### src/hw/rtl/rgbhsl_pkg.sv
`default_nettype none
package rgbhsl_pkg;

    localparam int PIX_W      = 15;
    localparam int DS_W       = 8;
    localparam int MODE_W     = 2;
    localparam int DEN_W      = 18;
    localparam int NUM_W      = 34;
    localparam int DIV_STAGES = PIX_W;

    localparam logic [DS_W-1:0]   SCALE_MAX  = DS_W'(128);
    localparam logic [DS_W-1:0]   SCALE_RST  = DS_W'(1);
    localparam logic [MODE_W-1:0] MODE_HUE   = MODE_W'(0);
    localparam logic [MODE_W-1:0] MODE_SAT   = MODE_W'(1);

    // one division in flight: partial remainder, divisor, quotient so far
    typedef struct packed {
        logic [NUM_W-1:0] rem;
        logic [DEN_W-1:0] den;
        logic [PIX_W-1:0] quo;
    } div_slot_t;

    typedef struct packed {
        div_slot_t         hue;
        div_slot_t         sat;
        logic              gray;
        logic [PIX_W-1:0]  lit;
        logic [MODE_W-1:0] mode;
    } div_item_t;

    // one restoring step producing quotient bit 'pos'
    function automatic div_slot_t div_step(input div_slot_t s, input int pos);
        logic [NUM_W-1:0] shifted;
        div_slot_t        o;
        shifted = NUM_W'(s.den) << pos;
        o = s;
        if (s.rem >= shifted)
        begin
            o.rem = s.rem - shifted;
            o.quo = s.quo | (PIX_W'(1) << pos);
        end
        return o;
    endfunction

endpackage
`default_nettype wire

### src/hw/rtl/rgbhsl_if.sv
`default_nettype none
interface pix_in_if;
    import rgbhsl_pkg::*;
    logic              valid;
    logic              ready;
    logic [PIX_W-1:0]  red;
    logic [PIX_W-1:0]  green;
    logic [PIX_W-1:0]  blue;
    logic [MODE_W-1:0] mode;
    modport source (output valid, red, green, blue, mode, input ready);
    modport sink   (input valid, red, green, blue, mode, output ready);
endinterface

interface hsl_out_if;
    import rgbhsl_pkg::*;
    logic             valid;
    logic             ready;
    logic [PIX_W-1:0] hue;
    logic [PIX_W-1:0] saturation;
    logic [PIX_W-1:0] lightness;
    logic [PIX_W-1:0] selected;
    modport source (output valid, hue, saturation, lightness, selected, input ready);
    modport sink   (input valid, hue, saturation, lightness, selected, output ready);
endinterface
`default_nettype wire

### src/hw/rtl/rgbhsl_front.sv
`default_nettype none
module rgbhsl_front
    import rgbhsl_pkg::*;
(
    input  wire logic            clk,
    input  wire logic            rst_n,
    input  wire logic [DS_W-1:0] depth_scale,
    pix_in_if.sink               pixel,
    output logic                 item_valid,
    input  wire logic            item_ready,
    output div_item_t            item
);

    // stage A: clamp
    logic              a_valid_reg;
    logic [PIX_W-1:0]  a_r_reg, a_g_reg, a_b_reg, a_full_reg;
    logic [MODE_W-1:0] a_mode_reg;
    // stage B: extremes, lightness, hue numerator and both divisors
    logic              b_valid_reg;
    logic [PIX_W-1:0]  b_full_reg, b_d_reg, b_lit_reg;
    logic [DEN_W-1:0]  b_hnum_reg, b_hden_reg, b_sden_reg;
    logic              b_gray_reg;
    logic [MODE_W-1:0] b_mode_reg;
    // stage C: products
    logic              c_valid_reg;
    div_item_t         c_item_reg;

    logic a_adv, b_adv, c_adv;
    assign c_adv = !c_valid_reg || item_ready;
    assign b_adv = !b_valid_reg || c_adv;
    assign a_adv = !a_valid_reg || b_adv;
    assign pixel.ready = a_adv;

    logic [DS_W-1:0]  ds;
    logic [PIX_W-1:0] full;
    always_comb
    begin
        ds = depth_scale;
        if (ds == '0)
            ds = SCALE_RST;
        if (ds > SCALE_MAX)
            ds = SCALE_MAX;
        full = PIX_W'({ds, 8'b0} - {8'b0, ds});
    end

    always_ff @(posedge clk or negedge rst_n)
    begin
        if (!rst_n)
        begin
            a_valid_reg <= 1'b0;
            b_valid_reg <= 1'b0;
            c_valid_reg <= 1'b0;
        end
        else
        begin
            if (a_adv)
                a_valid_reg <= pixel.valid;
            if (b_adv)
                b_valid_reg <= a_valid_reg;
            if (c_adv)
                c_valid_reg <= b_valid_reg;
        end
    end

    always_ff @(posedge clk)
    begin
        if (a_adv)
        begin
            a_r_reg    <= (pixel.red   > full) ? full : pixel.red;
            a_g_reg    <= (pixel.green > full) ? full : pixel.green;
            a_b_reg    <= (pixel.blue  > full) ? full : pixel.blue;
            a_full_reg <= full;
            a_mode_reg <= pixel.mode;
        end
    end

    logic [PIX_W-1:0] mx, mn, d;
    logic [PIX_W:0]   sum;
    logic [DEN_W-1:0] hnum_next;
    always_comb
    begin
        mx = a_b_reg;
        mn = a_b_reg;
        if (a_r_reg > mx) mx = a_r_reg;
        if (a_g_reg > mx) mx = a_g_reg;
        if (a_r_reg < mn) mn = a_r_reg;
        if (a_g_reg < mn) mn = a_g_reg;
        d   = mx - mn;
        sum = {1'b0, mx} + {1'b0, mn};
        // sector offsets 0, 2d, 4d; result is below 6d for any non-gray pixel
        if (a_r_reg == mx)
        begin
            if (a_g_reg >= a_b_reg)
                hnum_next = DEN_W'(a_g_reg - a_b_reg);
            else
                hnum_next = DEN_W'(6) * DEN_W'(d) - DEN_W'(a_b_reg - a_g_reg);
        end
        else if (a_g_reg == mx)
            hnum_next = (DEN_W'(d) << 1) + DEN_W'(a_b_reg) - DEN_W'(a_r_reg);
        else
            hnum_next = (DEN_W'(d) << 2) + DEN_W'(a_r_reg) - DEN_W'(a_g_reg);
    end

    always_ff @(posedge clk)
    begin
        if (b_adv)
        begin
            b_full_reg <= a_full_reg;
            b_d_reg    <= d;
            b_lit_reg  <= sum[PIX_W:1];
            b_gray_reg <= (mx == mn);
            b_hnum_reg <= hnum_next;
            b_hden_reg <= DEN_W'(6) * DEN_W'(d);
            if (sum < {1'b0, a_full_reg})
                b_sden_reg <= DEN_W'(sum);
            else
                b_sden_reg <= DEN_W'({a_full_reg, 1'b0} - sum);
            b_mode_reg <= a_mode_reg;
        end
    end

    always_ff @(posedge clk)
    begin
        if (c_adv)
        begin
            c_item_reg.hue.rem <= NUM_W'(b_full_reg) * NUM_W'(b_hnum_reg);
            c_item_reg.hue.den <= b_hden_reg;
            c_item_reg.hue.quo <= '0;
            c_item_reg.sat.rem <= NUM_W'(b_full_reg) * NUM_W'(b_d_reg);
            c_item_reg.sat.den <= b_sden_reg;
            c_item_reg.sat.quo <= '0;
            c_item_reg.gray    <= b_gray_reg;
            c_item_reg.lit     <= b_lit_reg;
            c_item_reg.mode    <= b_mode_reg;
        end
    end

    assign item_valid = c_valid_reg;
    assign item       = c_item_reg;

endmodule
`default_nettype wire

### src/hw/rtl/rgbhsl_div_pipe.sv
`default_nettype none
module rgbhsl_div_pipe
    import rgbhsl_pkg::*;
(
    input  wire logic      clk,
    input  wire logic      rst_n,
    input  wire logic      in_valid,
    output logic           in_ready,
    input  div_item_t      in_item,
    output logic           out_valid,
    input  wire logic      out_ready,
    output div_item_t      out_item
);

    // one quotient bit of both divisions per stage, MSB first
    logic      valid_reg [DIV_STAGES];
    div_item_t item_reg  [DIV_STAGES];
    logic      adv       [DIV_STAGES];

    genvar k;
    generate
        for (k = 0; k < DIV_STAGES; k++)
        begin : g_stage
            logic      prev_valid;
            div_item_t prev_item;
            div_item_t step;

            if (k == 0)
            begin : g_first
                assign prev_valid = in_valid;
                assign prev_item  = in_item;
            end
            else
            begin : g_rest
                assign prev_valid = valid_reg[k-1];
                assign prev_item  = item_reg[k-1];
            end

            if (k == DIV_STAGES-1)
            begin : g_last
                assign adv[k] = !valid_reg[k] || out_ready;
            end
            else
            begin : g_mid
                assign adv[k] = !valid_reg[k] || adv[k+1];
            end

            always_comb
            begin
                step     = prev_item;
                step.hue = div_step(prev_item.hue, DIV_STAGES-1-k);
                step.sat = div_step(prev_item.sat, DIV_STAGES-1-k);
            end

            always_ff @(posedge clk or negedge rst_n)
            begin
                if (!rst_n)
                    valid_reg[k] <= 1'b0;
                else if (adv[k])
                    valid_reg[k] <= prev_valid;
            end

            always_ff @(posedge clk)
            begin
                if (adv[k])
                    item_reg[k] <= step;
            end
        end
    endgenerate

    assign in_ready  = adv[0];
    assign out_valid = valid_reg[DIV_STAGES-1];
    assign out_item  = item_reg[DIV_STAGES-1];

endmodule
`default_nettype wire

### src/hw/rtl/rgb_to_hsl_converter_core.sv
// RGB to HSL converter, one pixel per clock while result.ready stays high.
// Channels: 'pixel' (sink) carries red, green, blue and mode; 'result'
// (source) carries hue, saturation, lightness and selected. A transaction
// completes on a rising edge with valid and ready both high.
// Configuration: cfg_wr_en/cfg_wr_data write depth_scale (full scale is
// 255*depth_scale; 0 acts as 1, values above 128 as 128). Write only while
// the pipeline is empty.
// Pipeline: three front stages, fifteen divider stages, one output
// register.
// Throughput: one pixel per cycle while result.ready stays high; the divider
// spends one quotient bit per stage, so its depth follows the 15-bit result width.
// Reset: rst_n is asynchronous; all stage valid bits clear and depth_scale
// returns to 1.
// Stall: when result.ready is low, stages fill up behind the output
// register; bubbles are squeezed out and pixel.ready drops only once every
// stage holds a pixel. Nothing is dropped or repeated.
`default_nettype none
module rgb_to_hsl_converter_core
    import rgbhsl_pkg::*;
(
    input  wire logic            clk,
    input  wire logic            rst_n,
    input  wire logic            cfg_wr_en,
    input  wire logic [DS_W-1:0] cfg_wr_data,
    pix_in_if.sink               pixel,
    hsl_out_if.source            result
);

    logic [DS_W-1:0] depth_scale_reg;
    always_ff @(posedge clk or negedge rst_n)
    begin
        if (!rst_n)
            depth_scale_reg <= SCALE_RST;
        else if (cfg_wr_en)
            depth_scale_reg <= cfg_wr_data;
    end

    logic      f_valid, f_ready, d_valid, d_ready;
    div_item_t f_item, d_item;

    rgbhsl_front u_front (
        .clk         (clk),
        .rst_n       (rst_n),
        .depth_scale (depth_scale_reg),
        .pixel       (pixel),
        .item_valid  (f_valid),
        .item_ready  (f_ready),
        .item        (f_item)
    );

    rgbhsl_div_pipe u_div (
        .clk       (clk),
        .rst_n     (rst_n),
        .in_valid  (f_valid),
        .in_ready  (f_ready),
        .in_item   (f_item),
        .out_valid (d_valid),
        .out_ready (d_ready),
        .out_item  (d_item)
    );

    logic             out_valid_reg;
    logic [PIX_W-1:0] hue_reg, sat_reg, lit_reg, sel_reg;
    logic [PIX_W-1:0] hue_next, sat_next;
    logic             out_adv;

    assign out_adv = !out_valid_reg || result.ready;
    assign d_ready = out_adv;

    // gray pixel: the hue divisor is zero, and the saturation divisor can be, so the quotients are junk
    assign hue_next = d_item.gray ? '0 : d_item.hue.quo;
    assign sat_next = d_item.gray ? '0 : d_item.sat.quo;

    always_ff @(posedge clk or negedge rst_n)
    begin
        if (!rst_n)
            out_valid_reg <= 1'b0;
        else if (out_adv)
            out_valid_reg <= d_valid;
    end

    always_ff @(posedge clk)
    begin
        if (out_adv)
        begin
            hue_reg <= hue_next;
            sat_reg <= sat_next;
            lit_reg <= d_item.lit;
            case (d_item.mode)
                MODE_HUE: sel_reg <= hue_next;
                MODE_SAT: sel_reg <= sat_next;
                default:  sel_reg <= d_item.lit;
            endcase
        end
    end

    assign result.valid      = out_valid_reg;
    assign result.hue        = hue_reg;
    assign result.saturation = sat_reg;
    assign result.lightness  = lit_reg;
    assign result.selected   = sel_reg;

endmodule
`default_nettype wire

### src/flat_wrapper.sv
// flat-port wrapper written by rule: the top's interface ports become plain ports
module rgb_to_hsl_converter_core_flat import rgbhsl_pkg::*;
  (clk, rst_n, cfg_wr_en, cfg_wr_data, pixel_valid, pixel_red, pixel_green, pixel_blue, pixel_mode, pixel_ready, result_valid, result_hue, result_saturation, result_lightness, result_selected, result_ready);
  pix_in_if pixel_i ();
  hsl_out_if result_i ();
  input  wire logic clk;
  input  wire logic rst_n;
  input  wire logic cfg_wr_en;
  input  wire logic [DS_W-1:0] cfg_wr_data;
  input wire logic [$bits(pixel_i.valid)-1:0] pixel_valid;
  input wire logic [$bits(pixel_i.red)-1:0] pixel_red;
  input wire logic [$bits(pixel_i.green)-1:0] pixel_green;
  input wire logic [$bits(pixel_i.blue)-1:0] pixel_blue;
  input wire logic [$bits(pixel_i.mode)-1:0] pixel_mode;
  output wire logic [$bits(pixel_i.ready)-1:0] pixel_ready;
  output wire logic [$bits(result_i.valid)-1:0] result_valid;
  output wire logic [$bits(result_i.hue)-1:0] result_hue;
  output wire logic [$bits(result_i.saturation)-1:0] result_saturation;
  output wire logic [$bits(result_i.lightness)-1:0] result_lightness;
  output wire logic [$bits(result_i.selected)-1:0] result_selected;
  input wire logic [$bits(result_i.ready)-1:0] result_ready;
  assign pixel_i.valid = pixel_valid;
  assign pixel_i.red = pixel_red;
  assign pixel_i.green = pixel_green;
  assign pixel_i.blue = pixel_blue;
  assign pixel_i.mode = pixel_mode;
  assign pixel_ready = pixel_i.ready;
  assign result_valid = result_i.valid;
  assign result_hue = result_i.hue;
  assign result_saturation = result_i.saturation;
  assign result_lightness = result_i.lightness;
  assign result_selected = result_i.selected;
  assign result_i.ready = result_ready;
  rgb_to_hsl_converter_core u_core (.clk(clk), .rst_n(rst_n), .cfg_wr_en(cfg_wr_en), .cfg_wr_data(cfg_wr_data), .pixel(pixel_i), .result(result_i));
endmodule
### config.mk
export PLATFORM = sky130hd
export DESIGN_NAME = rgb_to_hsl_converter_core_flat
export DESIGN_NICKNAME = d
export VERILOG_FILES = /design/src/hw/rtl/rgbhsl_pkg.sv /design/src/hw/rtl/rgbhsl_if.sv /design/src/hw/rtl/rgbhsl_front.sv /design/src/hw/rtl/rgbhsl_div_pipe.sv /design/src/hw/rtl/rgb_to_hsl_converter_core.sv /design/src/flat_wrapper.sv
export SDC_FILE = /design/constraint.sdc
export NUM_CORES = 2
export LEC_CHECK = 0
export BUFFER_PORTS_ARGS = -buffer_cell sky130_fd_sc_hd__buf_2
export CAP_MARGIN = 30
export CORE_ASPECT_RATIO = 1.75
export CORE_MARGIN = 5
export CORE_UTILIZATION = 35
export DETAILED_ROUTE_END_ITERATION = 8
export PLACE_DENSITY = 0.47
export SLEW_MARGIN = 20
export SYNTH_ARGS = -nofsm -noshare
export SYNTH_HDL_FRONTEND = slang
export SYNTH_SLANG_ARGS = --single-unit
### constraint.sdc
create_clock -name clk -period 14.15 [get_ports clk]
set_clock_uncertainty 0.05 [all_clocks]
set_input_delay 1.415 -clock clk [delete_from_list [all_inputs] [get_ports clk]]
set_output_delay 1.415 -clock clk [all_outputs]
set_load 0.05 [all_outputs]
==> results.md <==
* Status: completed
* Cell Rows at 296
* Hold buffers post-CTS at 0
* Critical path class: flop to flop
* Final Hold Viols at 0
* Initial core utilization at 0.352
* Worst-Skew Late Latency at 0.93 ns
* Routability congestion estimate at 0.929
* Asr flop ratio synth at 0.0118
* Final worst-path cycle share at 0.863
* Critical Path Start Type: flop
* EDFF count, synth at 2257
* Crit-path leading delay family: compound AO/OA/AOI/OAI gates
* Area leader, netlist: edfxtp_1
* Worst Hold Class: flop to flop
* # setup viols final at 0
* Register area at 68500 sq um
* Fmax at 81.9 MHz
* Slew Viols, Final at 0
* Detailed placement HPWL at 296 mm
* Main synth FF type: edfxtp_1
* Post-Route Setup TNS at 0 ns
* Post-cts repair resize count at 0
* Synthesis-to-finish area growth at 11.4%
* Req. time, crit path at 14.73 ns
* Crit path max-delay cell type: and2_1
* Slew @ Worst Pin at 1.02 ns
* GRT Overall Usage at 0.185
* Max cap viols at 0
* CP arrival at 12.78 ns
* Largest net degree at the start of global routing at 68
* Clock slew at the register clock pins of the worst setup and hold paths at 0.07 ns
* Clock buffer depth at 4
* CP max stage delay at 0.71 ns
* Count leader, synth: edfxtp_1
* Yosys top cell area share at 0.519
* Cell mode on critical path: o21ai_0
* Slew headroom at 0.318
* Vias in the first global route at 89300
* Drt first pass iters at 5
* IO Port Bufs at 121
* Starting DRT DRC Count at 3952
* Synth cell types at 113
* Flops & latches, synth at 2284
* Setup crit end kind: flop
* CTS sink count at 2284
* Syn avg cell area at 11.8 sq um
* Top Ports at 122
* Filler cells at 35300
* Core area at 371000 sq um
* CTS Buf Count at 231
* Synth top cells by count: edfxtp_1, inv_1, ha_1, nand2_1, a21oi_1
* Layout cell share with drive strength beyond 1 at 0.0697
* RSZ-0062 raised after global routing: false
* Die width at 472 um
* H-tree depth at 4
* Synth area leaders: edfxtp_1, ha_1, fa_1
* # DRC at 0
* Vias post-DR at 82800
* Die footprint at 386000 sq um
* Max FFs per register at 1923
* Via/cell ratio at 5.00
* Nets at 12800
* Antenna viol nets, final at 0
* CP max FO at 30
* Aggregate global routing overflow at 0
* Synth Instances at 11100
* Post-DR wirelength/cell at 21.9 um
* CTS root buf: clkbuf_16
* Mapped Area at 131000 sq um
* WL final at 363 mm
* Final critical-path required period at 12.21 ns
* Post-CTS Setup Repair Bufs at 0
* Seq/Total Area, Yosys at 0.524
* Buf+Inv Stages, Crit Path at 6
* Ys Warns at 0
* Die Y at 818 um
* First-pass GRT wire length at 542 mm
* TritonCTS clock tree: yes
* Area of the multi-input gates at 56600 sq um
* Initial antenna violation count at 22
-- placed cells by master, fill, tap and decap left out, drive strengths merged, types with 22 or more instances in the layout --
| cell | synthesis | routed |
|---|---|---|
| a21boi | 87 | 87 |
| nor2 | 616 | 616 |
| a211o | 29 | 29 |
| nor4 | 116 | 116 |
| o21ai | 559 | 559 |
| or2 | 38 | 38 |
| buf | 29 | 276 |
| a21oi | 642 | 642 |
| clkbuf | 217 | 276 |
| nand4 | 108 | 108 |
| nand4b | 30 | 30 |
| and3 | 54 | 54 |
| edfxtp | 2257 | 2257 |
| ha | 973 | 973 |
| or4 | 23 | 23 |
| o21bai | 57 | 57 |
| nand2b | 140 | 140 |
| diode | 0 | 80 |
| and2 | 219 | 219 |
| o31ai | 67 | 67 |
| clkinv | 4 | 95 |
| a31oi | 49 | 49 |
| mux2i | 97 | 97 |
| nor4b | 22 | 22 |
| nand2 | 954 | 954 |
| dfrtp | 26 | 26 |
| o21a | 72 | 72 |
| nand3 | 136 | 136 |
| a21o | 217 | 217 |
| a211oi | 47 | 47 |
| inv | 1269 | 1277 |
| nor2b | 154 | 154 |
| bufinv | 0 | 25 |
| mux2 | 101 | 101 |
| xnor2 | 427 | 427 |
| xor2 | 321 | 321 |
| nor3 | 187 | 187 |
| or3 | 84 | 84 |
| fa | 437 | 437 |
-- worst reg2reg max path, delay by kind of cell (launching register included) --
family,cells,cell delay (ns)
flops,1,0.52
mux,1,0.41
fa+ha+maj,6,1.91
xor+xnor,4,0.91
buf+inv,6,1.32
simple gates,11,2.10
compound gates,20,4.70
-- through the flow --
step	worst slack [ns]	instances	hold slack (ns)	instance area, sq um	utilization
final	1.94	16600	0.329	146000	0.392
after global routing	0.860	16600	0.324	146000	0.392
after CTS	1.74	16500	0.315	145000	0.391
after detailed placement	1.90	16100	0.355	138000	0.371
after global placement	1.69	16100	0.351	138000	0.371
after floorplan	1.82	11100	0.350	131000	-
-- kinds of logic after synthesis --
logic type,count (synthesis),synth area share
AOI/OAI and AO/OA,2010,0.0948
xor gates and xnor gates,748,0.0505
adders and majority gates,1411,0.160
buffers and inverters,1519,0.0440
DFF,2284,0.524
muxes,198,0.0162
other,2,0.0000575
and+or+nand+nor,2942,0.110
-- area by class of cell --
type                       count  share of cell area
clock buffer                 276              0.0419
clock inverter               139             0.00972
tap                         4917              0.0423
multi-input combinational   7313               0.389
sequential                  2284               0.470
timing repair buffer         276              0.0124
inverter                    1273              0.0331
antenna                       80             0.00138
-- metal layers --
metal / vias up / routed length, um / track usage
li1: 39900 / - / -
met2: 1430 / 216000 / 0.394
met5: - / 4 / 0
met3: 789 / 8300 / 0.0179
met4: 2 / 32800 / 0.140
met1: 40600 / 106000 / 0.149
-- path summary, 6_finish.rpt --
path | endpoint | from | cells past startpoint | slack (ns)
hold / removal | u_core.u_div.item_reg[0][928] | u_core.u_div.item_reg[0][776] | 0 | 0.33
setup / recovery | u_core.u_front.b_hnum_reg[16] | u_core.u_front.a_r_reg[11] | 48 | 1.94
setup reg to reg | u_core.u_front.b_hnum_reg[16] | u_core.u_front.a_r_reg[11] | 48 | 1.94
max in group asynchronous | u_core.result.valid | rst_n | 1 | 13.03
min in group asynchronous | u_core.u_div.g_stage[6].prev_valid | rst_n | 1 | 0.49
hold reg to reg | u_core.u_div.item_reg[0][928] | u_core.u_div.item_reg[0][776] | 0 | 0.33
Power is left out: the tool's default activity adds up to more than one toggle a clock period on the data nets, which glitch-free logic cannot reach.
